$ cat src/nrmc_pkg.sv
// Shared types and constants for the NMEA RMC time/date parser.
// No dependencies; used by nrmc_hdr_match and nmea_rmc_time_date_parser.
package nrmc_pkg;

  typedef logic [7:0] char_t;

  localparam char_t CHAR_DOLLAR = 8'h24;
  localparam char_t CHAR_COMMA  = 8'h2C;
  localparam char_t CHAR_A      = 8'h41;
  localparam char_t CHAR_G      = 8'h47;
  localparam char_t CHAR_0      = 8'h30;
  localparam char_t CHAR_9      = 8'h39;

  localparam int HDR_LEN = 5;

  // field numbers, counted by commas
  localparam logic [3:0] FIELD_TIME   = 4'd1;
  localparam logic [3:0] FIELD_ACTIVE = 4'd2;
  localparam logic [3:0] FIELD_DATE   = 4'd9;
  localparam logic [3:0] COMMA_MAX    = 4'd15;

  localparam logic [2:0] POS_MAX   = 3'd7;
  localparam logic [2:0] POS_LIMIT = 3'd6;

  localparam logic [11:0] YEAR_BASE = 12'd2000;

  typedef logic [1:0] status_t;
  localparam status_t STATUS_OK      = 2'd0;
  localparam status_t STATUS_INVALID = 2'd1;
  localparam status_t STATUS_ERROR   = 2'd2;

  // characters of the sentence header "GPRMC"
  function automatic char_t hdr_char(input logic [2:0] idx);
    char_t c;
    case (idx)
      3'd0:    c = 8'h47;
      3'd1:    c = 8'h50;
      3'd2:    c = 8'h52;
      3'd3:    c = 8'h4D;
      3'd4:    c = 8'h43;
      default: c = 8'h00;
    endcase
    return c;
  endfunction

endpackage

$ cat src/nrmc_hdr_match.sv
// Streaming matcher for the "GPRMC" header anywhere in the sentence.
// Depends on nrmc_pkg.
module nrmc_hdr_match (
  input  logic            clk,
  input  logic            rst_n,
  input  logic            take,       // character accepted this cycle
  input  logic            last,       // accepted character ends the sentence
  input  nrmc_pkg::char_t ch,
  output logic            found_nxt   // header seen, including this character
);

  logic [2:0] progress_r, progress_nxt;
  logic       found_r;
  logic [2:0] prog_step;
  logic       hit;

  always_comb begin
    prog_step = progress_r;
    hit       = 1'b0;
    if (!found_r) begin
      if (ch == nrmc_pkg::hdr_char(progress_r)) begin
        prog_step = progress_r + 3'd1;
      end else if (ch == nrmc_pkg::CHAR_G) begin
        prog_step = 3'd1;
      end else begin
        prog_step = 3'd0;
      end
      if (prog_step >= 3'(nrmc_pkg::HDR_LEN)) begin
        hit       = 1'b1;
        prog_step = 3'd0;
      end
    end
    progress_nxt = prog_step;
    found_nxt    = found_r | hit;
  end

  always_ff @(posedge clk) begin
    if (!rst_n) begin
      progress_r <= 3'd0;
      found_r    <= 1'b0;
    end else if (take) begin
      if (last) begin
        progress_r <= 3'd0;
        found_r    <= 1'b0;
      end else begin
        progress_r <= progress_nxt;
        found_r    <= found_nxt;
      end
    end
  end

endmodule

$ cat src/nmea_rmc_time_date_parser.sv
// Top level of the NMEA RMC time/date parser: per-character field tracking,
// digit-pair accumulation and the result register. Depends on nrmc_pkg, nrmc_hdr_match.
//
// Usage:
//   Input channel (in_valid / in_stall) carries one character per request,
//   with in_end_of_sentence marking the final character of a sentence.
//   Result channel (out_valid / out_stall) carries one request per sentence:
//   status plus hours, minutes, seconds, day, month and year.
//   cfg_we / cfg_wdata write the second offset; write it only while idle.
// Timing:
//   One character per cycle is sustained, but for the hold described below.
//   The result appears in the cycle after the final character
//   is accepted. Only the final character of a sentence waits on the result
//   register: it is held off while a previous result sits stalled there;
//   all other characters keep flowing.
// Reset:
//   Synchronous active-low reset clears the parser state, drops any held
//   result and sets the second offset to zero. Parser state also returns
//   to its reset value after every sentence.
module nmea_rmc_time_date_parser (
  input  logic        clk,
  input  logic        rst_n,
  input  logic        cfg_we,
  input  logic [5:0]  cfg_wdata,
  input  logic        in_valid,
  output logic        in_stall,
  input  logic [7:0]  in_char_byte,
  input  logic        in_end_of_sentence,
  output logic        out_valid,
  input  logic        out_stall,
  output logic [1:0]  out_status,
  output logic [6:0]  out_hours,
  output logic [6:0]  out_minutes,
  output logic [7:0]  out_seconds,
  output logic [6:0]  out_day,
  output logic [6:0]  out_month,
  output logic [11:0] out_year
);

  logic [5:0] offset_r;

  logic       first_r, first_nxt;
  logic       dollar_r, dollar_nxt;
  logic [3:0] comma_r, comma_nxt;
  logic [2:0] pos_r, pos_nxt;
  logic       active_r, active_nxt;
  logic       stopped_r, stopped_nxt;
  logic [6:0] hour_r, hour_nxt, minute_r, minute_nxt, second_r, second_nxt;
  logic [6:0] day_r, day_nxt, month_r, month_nxt, year_r, year_nxt;

  logic       take, last, found_nxt;
  logic       is_digit, in_field, stop_base;
  logic [1:0] pair;
  logic [3:0] dval;
  logic [6:0] acc_cur, acc_new;
  logic [10:0] acc_wide;

  logic        out_valid_r;
  logic [1:0]  status_r;
  logic [6:0]  o_hour_r, o_minute_r, o_day_r, o_month_r;
  logic [7:0]  o_second_r;
  logic [11:0] o_year_r;
  logic [1:0]  status_nxt;

  // hold the final character while a stalled result still occupies the output
  assign in_stall = out_valid_r && out_stall && in_end_of_sentence;
  assign take     = in_valid && !in_stall;
  assign last     = take && in_end_of_sentence;

  nrmc_hdr_match u_hdr (
    .clk       (clk),
    .rst_n     (rst_n),
    .take      (take),
    .last      (last),
    .ch        (in_char_byte),
    .found_nxt (found_nxt)
  );

  always_comb begin
    first_nxt   = 1'b0;
    dollar_nxt  = first_r ? (in_char_byte == nrmc_pkg::CHAR_DOLLAR) : dollar_r;
    comma_nxt   = comma_r;
    pos_nxt     = pos_r;
    active_nxt  = active_r;
    stopped_nxt = stopped_r;
    hour_nxt    = hour_r;
    minute_nxt  = minute_r;
    second_nxt  = second_r;
    day_nxt     = day_r;
    month_nxt   = month_r;
    year_nxt    = year_r;

    is_digit  = (in_char_byte >= nrmc_pkg::CHAR_0) && (in_char_byte <= nrmc_pkg::CHAR_9);
    dval      = 4'(in_char_byte - nrmc_pkg::CHAR_0);
    pair      = pos_r[2:1];
    in_field  = (pos_r < nrmc_pkg::POS_LIMIT) &&
                ((comma_r == nrmc_pkg::FIELD_TIME) || (comma_r == nrmc_pkg::FIELD_DATE));
    stop_base = pos_r[0] ? stopped_r : 1'b0;

    case ({comma_r == nrmc_pkg::FIELD_DATE, pair})
      3'b000:  acc_cur = hour_r;
      3'b001:  acc_cur = minute_r;
      3'b010:  acc_cur = second_r;
      3'b100:  acc_cur = day_r;
      3'b101:  acc_cur = month_r;
      3'b110:  acc_cur = year_r;
      default: acc_cur = 7'd0;
    endcase
    acc_wide = 11'(acc_cur) * 11'd10 + 11'(dval);
    acc_new  = acc_wide[6:0];

    if (in_char_byte == nrmc_pkg::CHAR_COMMA) begin
      if (comma_r < nrmc_pkg::COMMA_MAX) begin
        comma_nxt = comma_r + 4'd1;
      end
      pos_nxt     = 3'd0;
      stopped_nxt = 1'b0;
    end else begin
      if (comma_r == nrmc_pkg::FIELD_ACTIVE && pos_r == 3'd0 &&
          in_char_byte == nrmc_pkg::CHAR_A) begin
        active_nxt = 1'b1;
      end
      if (in_field) begin
        if (is_digit && !stop_base) begin
          stopped_nxt = stop_base;
          case ({comma_r == nrmc_pkg::FIELD_DATE, pair})
            3'b000:  hour_nxt   = acc_new;
            3'b001:  minute_nxt = acc_new;
            3'b010:  second_nxt = acc_new;
            3'b100:  day_nxt    = acc_new;
            3'b101:  month_nxt  = acc_new;
            3'b110:  year_nxt   = acc_new;
            default: ;
          endcase
        end else begin
          stopped_nxt = 1'b1;
        end
      end
      if (pos_r < nrmc_pkg::POS_MAX) begin
        pos_nxt = pos_r + 3'd1;
      end
    end

    if (!dollar_nxt || !found_nxt) begin
      status_nxt = nrmc_pkg::STATUS_INVALID;
    end else if (!active_nxt || comma_nxt < nrmc_pkg::FIELD_DATE) begin
      status_nxt = nrmc_pkg::STATUS_ERROR;
    end else begin
      status_nxt = nrmc_pkg::STATUS_OK;
    end
  end

  // sentence state: advance on each character, clear after the final one
  always_ff @(posedge clk) begin
    if (!rst_n) begin
      first_r   <= 1'b1;
      dollar_r  <= 1'b0;
      comma_r   <= 4'd0;
      pos_r     <= 3'd0;
      active_r  <= 1'b0;
      stopped_r <= 1'b0;
      hour_r    <= 7'd0;
      minute_r  <= 7'd0;
      second_r  <= 7'd0;
      day_r     <= 7'd0;
      month_r   <= 7'd0;
      year_r    <= 7'd0;
    end else if (take) begin
      if (last) begin
        first_r   <= 1'b1;
        dollar_r  <= 1'b0;
        comma_r   <= 4'd0;
        pos_r     <= 3'd0;
        active_r  <= 1'b0;
        stopped_r <= 1'b0;
        hour_r    <= 7'd0;
        minute_r  <= 7'd0;
        second_r  <= 7'd0;
        day_r     <= 7'd0;
        month_r   <= 7'd0;
        year_r    <= 7'd0;
      end else begin
        first_r   <= first_nxt;
        dollar_r  <= dollar_nxt;
        comma_r   <= comma_nxt;
        pos_r     <= pos_nxt;
        active_r  <= active_nxt;
        stopped_r <= stopped_nxt;
        hour_r    <= hour_nxt;
        minute_r  <= minute_nxt;
        second_r  <= second_nxt;
        day_r     <= day_nxt;
        month_r   <= month_nxt;
        year_r    <= year_nxt;
      end
    end
  end

  always_ff @(posedge clk) begin
    if (!rst_n) begin
      offset_r <= 6'd0;
    end else if (cfg_we) begin
      offset_r <= cfg_wdata;
    end
  end

  // result register
  always_ff @(posedge clk) begin
    if (!rst_n) begin
      out_valid_r <= 1'b0;
    end else if (last) begin
      out_valid_r <= 1'b1;
    end else if (!out_stall) begin
      out_valid_r <= 1'b0;
    end
  end

  always_ff @(posedge clk) begin
    if (last) begin
      status_r <= status_nxt;
      if (status_nxt == nrmc_pkg::STATUS_OK) begin
        o_hour_r   <= hour_nxt;
        o_minute_r <= minute_nxt;
        o_second_r <= 8'(second_nxt) + 8'(offset_r);
        o_day_r    <= day_nxt;
        o_month_r  <= month_nxt;
        o_year_r   <= 12'(year_nxt) + nrmc_pkg::YEAR_BASE;
      end else begin
        o_hour_r   <= 7'd0;
        o_minute_r <= 7'd0;
        o_second_r <= 8'd0;
        o_day_r    <= 7'd0;
        o_month_r  <= 7'd0;
        o_year_r   <= 12'd0;
      end
    end
  end

  assign out_valid   = out_valid_r;
  assign out_status  = status_r;
  assign out_hours   = o_hour_r;
  assign out_minutes = o_minute_r;
  assign out_seconds = o_second_r;
  assign out_day     = o_day_r;
  assign out_month   = o_month_r;
  assign out_year    = o_year_r;

`ifndef SYNTHESIS
  a_last_gives_result: assert property (@(posedge clk) disable iff (!rst_n)
    last |=> out_valid_r)
    else $error("final character did not produce a result");

  a_state_cleared: assert property (@(posedge clk) disable iff (!rst_n)
    last |=> (first_r && comma_r == 4'd0 && pos_r == 3'd0 && !active_r))
    else $error("sentence state not cleared after final character");

  a_fail_zero: assert property (@(posedge clk) disable iff (!rst_n)
    (out_valid_r && status_r != nrmc_pkg::STATUS_OK) |->
      (o_hour_r == 7'd0 && o_second_r == 8'd0 && o_year_r == 12'd0))
    else $error("failed sentence carries nonzero time fields");

  a_stall_only_full: assert property (@(posedge clk) disable iff (!rst_n)
    in_stall |-> out_valid_r)
    else $error("input held off with empty result register");
`endif

endmodule

$ cat config.mk
export PLATFORM = sky130hd
export DESIGN_NAME = nmea_rmc_time_date_parser
export DESIGN_NICKNAME = d
export VERILOG_FILES = /design/src/nrmc_pkg.sv /design/src/nrmc_hdr_match.sv /design/src/nmea_rmc_time_date_parser.sv
export SDC_FILE = /design/constraint.sdc
export NUM_CORES = 1
export LEC_CHECK = 0
export BUFFER_PORTS_ARGS = -buffer_cell sky130_fd_sc_hd__buf_2
export CAP_MARGIN = 15
export CORE_UTILIZATION = 35
export CTS_CLUSTER_DIAMETER = 60
export CTS_CLUSTER_SIZE = 16
export DETAILED_ROUTE_END_ITERATION = 10
export PLACE_DENSITY = 0.58
export SYNTH_ARGS = -nofsm -noshare
export SYNTH_HDL_FRONTEND = slang
export SYNTH_SLANG_ARGS = --single-unit
$ cat constraint.sdc
create_clock -name clk -period 4.1 [get_ports clk]
set_input_delay 0.41 -clock clk [delete_from_list [all_inputs] [get_ports clk]]
set_output_delay 0.41 -clock clk [all_outputs]
set_load 0.05 [all_outputs]
==> qor.yml, run 1 <==
synth_top_cell_area_share_pct: 23.42
synth.distinct_cells: 60
dp.final_hpwl_um: 12390
viasPerCell: 5.234
drt-wirelength-per-cell_um: 18.15
tns_ps: 0
arrival_ps: 4080
hold_path.class: "in2reg"
grt_usage_pct: 19.40
die_width_um: 134.6
grt_overflow_total: 0
setup_viol: 0
port_buffers: 71
dieArea_mm2: 0.01812
max_cap_violations: 0
grt_pass1_vias: 4613
yosysWarningCount: 0
power.density_mw_per_mm2: 320.2
worstSetupPathType: "reg2reg"
cts-buffers-inserted: 9
fin_worst_skew_ps: 8.169
area_delta_synth_final_pct: 19.76
ctsLongestPathBuffers: 2
hold_viol: 0
ios: 72
fin_crit_sh_pct: 96.94
die_y_um: 134.6
crit_path_max_incr_delay_ps: 310
antenna_cells: 0
power_w: 0.002360
ys_ff_latch: 112
ys.flop_type: "dfxtp_1"
p_leak_nw: 2.636
r2r_start: "comma_r[1]$_SDFFE_PN0P_"
drtIter0Drc: 358
wl_um: 16970
clkTransAtPathRegs_ps: 70
min_to: "offset_r[5]$_SDFFE_PN0P_"
grt_antenna_before_repair: 0
drc: 0
hold_depth: 3
synthTopCellsByCount: "dfxtp_1, nor2b_1, nor2_1"
synth_edf_count: 48
first_pass_iters: 7
yosys.area.top_type: "edfxtp_1"
timing.critical_path.buf_inv: 6
rr_worst_depth: 20
path_cells: "inv_1 > ha_2 > nand3b_1 > buf_4 > mux4_2 > a21oi_4 > inv_1 > buf_4 > buf_4 > ha_1 > a21o_1 > a21oi_2 > xnor2_1 > mux2_2 > ha_1 > inv_1 > o21bai_2 > a21oi_4 > nor4b_1 > mux2_1"
synth_area_mm2: 0.006155
root_buffer: "clkbuf_16"
yosys-top-cells-area: "edfxtp_1, dfxtp_1, mux2i_1"
yosysMostFrequentCell: "dfxtp_1"
grt_pass1_wl_um: 26390
slew_viol_final: 0
clock_insertion_delay_worst_skew_ps: 360
layout_min_cycle_time_ps: 3975
ir_drop_uv: 187.4
timing.fmax_ghz: 0.2516
critPathRequiredTime_ps: 4210
slew_headroom_pct: 35.46
dpl-instance-area_mm2: 0.006933
status: "finished clean"
hold_ws_ps: 309.3
cts.sink_count: 112
cp-start-kind: "flip-flop"
final_nets: 752
hold_start: "cfg_wdata[5]"
ant_nets: 0
end_kind: "flip-flop"
htreeDepth: 3
reg2reg_slack_ps: 130
gp_congestion: 0.8669
async_flop_share_pct: 0
yosysSeqAreaShare_pct: 44.24
synthesis.nets: 663
critPathSlowestCell: "dfxtp_1"
tightest_slew_ps: 968.1
syn_avg_cell_area_um2: 9.991
cts_tree: "done"
coreArea_mm2: 0.01724
crit_fanout: 2
hold_buffers: 0
path_delay_family: "multiplexers"
layout-drive-gt1-share_pct: 24.37
grt_max_degree: 63
finish.utilization_pct: 42.76
finalInstanceArea_mm2: 0.007371
r2r-end: "out_seconds[6]$_SDFFCE_PP0P_"
syn_inst: 616
vias: 4894
initial_core_util_pct: 35.71
rows: 48
registers in the layout (all words and copies together), names as in the netlist, 2 cells and up:
| register | flops |
|---|---|
| offset_r | 6 |
| hour_r | 7 |
| out_year | 10 |
| day_r | 7 |
| second_r | 7 |
| comma_r | 4 |
| year_r | 7 |
| month_r | 7 |
| out_seconds | 8 |
| out_hours | 7 |
| out_day | 7 |
| out_minutes | 7 |
| out_month | 7 |
| out_status | 2 |
| minute_r | 7 |
| pos_r | 3 |
| u_hdr.progress_r | 3 |
cells in the final DEF, fill, tap and decap left out, types with 6 or more instances in the layout:
cell,instances
a211oi_2,6
a21oi_1,13
a22oi_1,23
a32oi_1,22
and2_1,15
buf_2,71
buf_4,45
clkbuf_16,9
dfxtp_1,64
edfxtp_1,48
ha_1,22
inv_1,21
mux2_2,6
mux2i_1,44
nand2_1,30
nand2b_1,8
nand3_1,9
nor2_1,60
nor2b_1,61
nor3_1,11
o21ai_0,14
xnor2_1,10
kinds of logic (layout without fill, tap and decap cells):
group / Yosys count / after routing / synth area share (%)
mux: 56 / 56 / 9.473
compound gates: 118 / 118 / 14.13
flops: 112 / 112 / 44.24
fa+ha+maj: 27 / 27 / 5.855
xor+xnor: 15 / 15 / 2.358
simple gates: 226 / 226 / 19.44
buf+inv: 62 / 156 / 4.513
worst max path at each step:
stage / cells after the start / from / slack [ps] / end
after floorplan: 17 / comma_r[1]$_SDFFE_PN0P_ / 4 / out_seconds[6]$_SDFFCE_PP0P_
after global placement: 17 / comma_r[1]$_SDFFE_PN0P_ / 50 / out_seconds[6]$_SDFFCE_PP0P_
after detailed placement: 17 / comma_r[1]$_SDFFE_PN0P_ / -100 / out_seconds[6]$_SDFFCE_PP0P_
after CTS: 17 / comma_r[1]$_SDFFE_PN0P_ / 6 / out_seconds[6]$_SDFFCE_PP0P_
after global routing: 21 / comma_r[1]$_SDFFE_PN0P_ / -40 / out_seconds[6]$_SDFFCE_PP0P_
final: 20 / comma_r[1]$_SDFFE_PN0P_ / 130 / out_seconds[6]$_SDFFCE_PP0P_
through the flow:
step | std cells | worst slack (ps)
2_1_floorplan | 616 | 3.907
3_3_place_gp | 914 | 48.89
3_5_place_dp | 914 | -96.29
4_1_cts | 932 | 6.486
5_1_grt | 935 | -38.13
6_report | 935 | 125.3
worst register-to-register path: stages (launching register included):
cell	delay, ps
dfxtp_1	310
inv_1	70
ha_2	170
nand3b_1	120
buf_4	160
mux4_2	310
a21oi_4	180
inv_1	80
buf_4	130
buf_4	120
ha_1	270
a21o_1	190
a21oi_2	160
xnor2_1	110
mux2_2	290
ha_1	290
inv_1	70
o21bai_2	170
a21oi_4	80
nor4b_1	130
mux2_1	290
repair_timing:
item | 4_1_cts | 5_1_grt
pin swaps | 2 | 8
setup buffers | 2 | 4
setup endpoints to repair | 5 | 11
hold endpoints to repair | 0 | 0
gates resized for setup | 8 | 10
final cells by class:
class / instances / area, um^2
well taps: 225 / 281.5
clock buffers: 9 / 225.2
inverters: 22 / 82.58
clock inverters: 7 / 95.09
multi-input cells: 442 / 3239
repair buffers: 118 / 724.4
fillers: 1667 / 9866
flip-flops and latches: 112 / 2723
report_power, final:
group	switching, W	total [W]	leakage [nW]	internal, W
clock network	0.000449	0.000944	0.157	0.000494
logic	0.000166	0.000224	1.53	0.0000580
registers	0.0000100	0.00119	0.954	0.00118
layer usage:
layer  up-vias  share of wire, %  GRT usage [%]  routed length [um]
li1       2394                 -              -                   -
met1      2359                45          24.64                7626
met2       116                49          33.62                8399
met3        25               3.7          3.416                 636
met4         0               1.8          5.680                 311
met5         -                 0              0                   0
(Power assumes the default switching activity.)
==> run 2, diff against run 1 <==
- CORE_UTILIZATION: 35 -> 45
- MAX_ROUTING_LAYER: not set -> met4
- PLACE_DENSITY: 0.58 -> 0.71
- TNS_END_PERCENT: not set -> 30
==> qor.yml, run 2 (same netlist as run 1, synthesis figures left out) <==
status: "finished clean"
crit_path_max_incr_delay_ps: 450
critPathSlowestCell: "fa_1"
reg2reg_slack_ps: 140
gp_congestion: 0.9540
fin_worst_skew_ps: 5.216
finalInstanceArea_mm2: 0.007196
timing.fmax_ghz: 0.2526
path_cells: "inv_1 > ha_1 > nand3b_1 > buf_4 > mux4_2 > a21oi_2 > inv_1 > ha_1 > ha_1 > inv_1 > fa_1 > nor3b_2 > xnor2_1 > xnor3_2 > mux2i_2 > mux2_4"
hold_start: "cfg_wdata[1]"
dp_cells: 859
htreeDepth: 3
clkTransAtPathRegs_ps: 70
finish.utilization_pct: 54.12
cts-buffers-inserted: 9
ios: 72
mostFrequentLayoutCell: "buf_2"
drc: 0
cts.sink_count: 112
area_delta_synth_final_pct: 16.91
r2r-end: "out_seconds[6]$_SDFFCE_PP0P_"
drt-wirelength-per-cell_um: 17.45
worstSetupPathType: "reg2reg"
ant_nets: 0
critPathRequiredTime_ps: 4220
cp-start-kind: "flip-flop"
ir_drop_uv: 180.3
ctsLongestPathBuffers: 2
dieArea_mm2: 0.01415
end_kind: "flip-flop"
setup_viol: 0
layout-drive-gt1-share_pct: 22.68
die_width_um: 119.0
final_cells: 877
hold_ws_ps: 302.0
vias: 4942
max_cap_violations: 0
initial_core_util_pct: 46.29
coreArea_mm2: 0.01330
first_pass_iters: 5
die_y_um: 119.0
grt_usage_pct: 22.75
grt_max_degree: 63
hold_depth: 3
tightest_slew_ps: 924.4
crit_fanout: 5
antenna_cells: 0
final_nets: 743
tns_ps: 0
p_leak_nw: 2.597
rr_worst_depth: 16
layout_min_cycle_time_ps: 3959
arrival_ps: 4080
largest_register_ffs: 10
wl_um: 15300
grt_pass1_wl_um: 24020
root_buffer: "clkbuf_16"
cts_tree: "done"
path_delay_family: "adder cells"
met2_length_um: 7598
slew_headroom_pct: 38.37
grt_antenna_before_repair: 0
grt_pass1_vias: 4792
min_to: "offset_r[1]$_SDFFE_PN0P_"
most-common-layout-cells: "buf_2, dfxtp_1, nor2b_1"
top_layer: "met4"
drtIter0Drc: 279
hold_path.class: "in2reg"
rows: 42
dpl-instance-area_mm2: 0.006827
wl_met3_um: 684
dp.final_hpwl_um: 10940
grt_overflow_total: 0
drt-met1-wl_um: 6447
fin_crit_sh_pct: 96.55
port_buffers: 71
slew_viol_final: 0
r2r_start: "comma_r[1]$_SDFFE_PN0P_"
timing.critical_path.buf_inv: 4
power.density_mw_per_mm2: 321.7
clock_insertion_delay_worst_skew_ps: 360
hold_viol: 0
viasPerCell: 5.635
## run 2: worst reg2reg max path, cell delays in order, from the launching register on
cell      delay (ps)
dfxtp_1          330
inv_1             60
ha_1             190
nand3b_1         160
buf_4            140
mux4_2           290
a21oi_2          170
inv_1             70
ha_1             280
ha_1             190
inv_1             60
fa_1             450
nor3b_2          240
xnor2_1          160
xnor3_2          350
mux2i_2          240
mux2_4           330
## run 2: stage by stage
step	setup WS, ps	total power, W
6_report	141.3	0.002315
5_1_grt	-8.531	0.002387
4_1_cts	90.11	0.002328
3_5_place_dp	-38.03	0.001436
3_3_place_gp	46.60	0.001432
2_1_floorplan	3.907	0.001370
## run 2: area by class of cell
class	count	area, um^2
clock inverter	7	77.57
multi-input combinational	442	3207
inverter	22	82.58
fill	1214	6100
clock buffer	9	225.2
sequential	112	2723
tap	176	220.2
timing repair buffer	109	660.6
## run 2: power by group
part / internal, W / leakage [nW] / total (W) / switching [W]
clock network: 0.000481 / 0.147 / 0.000904 / 0.000423
logic: 0.0000564 / 1.50 / 0.000219 / 0.000163
registers: 0.00118 / 0.954 / 0.00119 / 0.00000963
## run 2: layer usage
layer	vias up	GRT usage, %
li1	2372	-
met1	2382	26.69
met2	149	37.39
met3	39	4.071
met4	0	11.71
met5	-	-
## run 2: worst max path at each step
stage                                               to                    start  cells after the start  slack (ps)
after floorplan           out_seconds[6]$_SDFFCE_PP0P_  comma_r[1]$_SDFFE_PN0P_                     17           4
after global placement    out_seconds[6]$_SDFFCE_PP0P_  comma_r[1]$_SDFFE_PN0P_                     17          50
after detailed placement  out_seconds[6]$_SDFFCE_PP0P_  comma_r[1]$_SDFFE_PN0P_                     17         -40
after CTS                 out_seconds[6]$_SDFFCE_PP0P_  comma_r[1]$_SDFFE_PN0P_                     19          90
after global routing      out_seconds[6]$_SDFFCE_PP0P_  comma_r[1]$_SDFFE_PN0P_                     19          -9
final                     out_seconds[6]$_SDFFCE_PP0P_  comma_r[1]$_SDFFE_PN0P_                     16         140
## run 2: timing repair
action / 4_1_cts / 5_1_grt
hold buffers: 0 / 0
setup endpoints to repair: 1 / 3
resized for setup: 2 / 12
pin swaps: 1 / 4
buffers inserted: 0 / 2
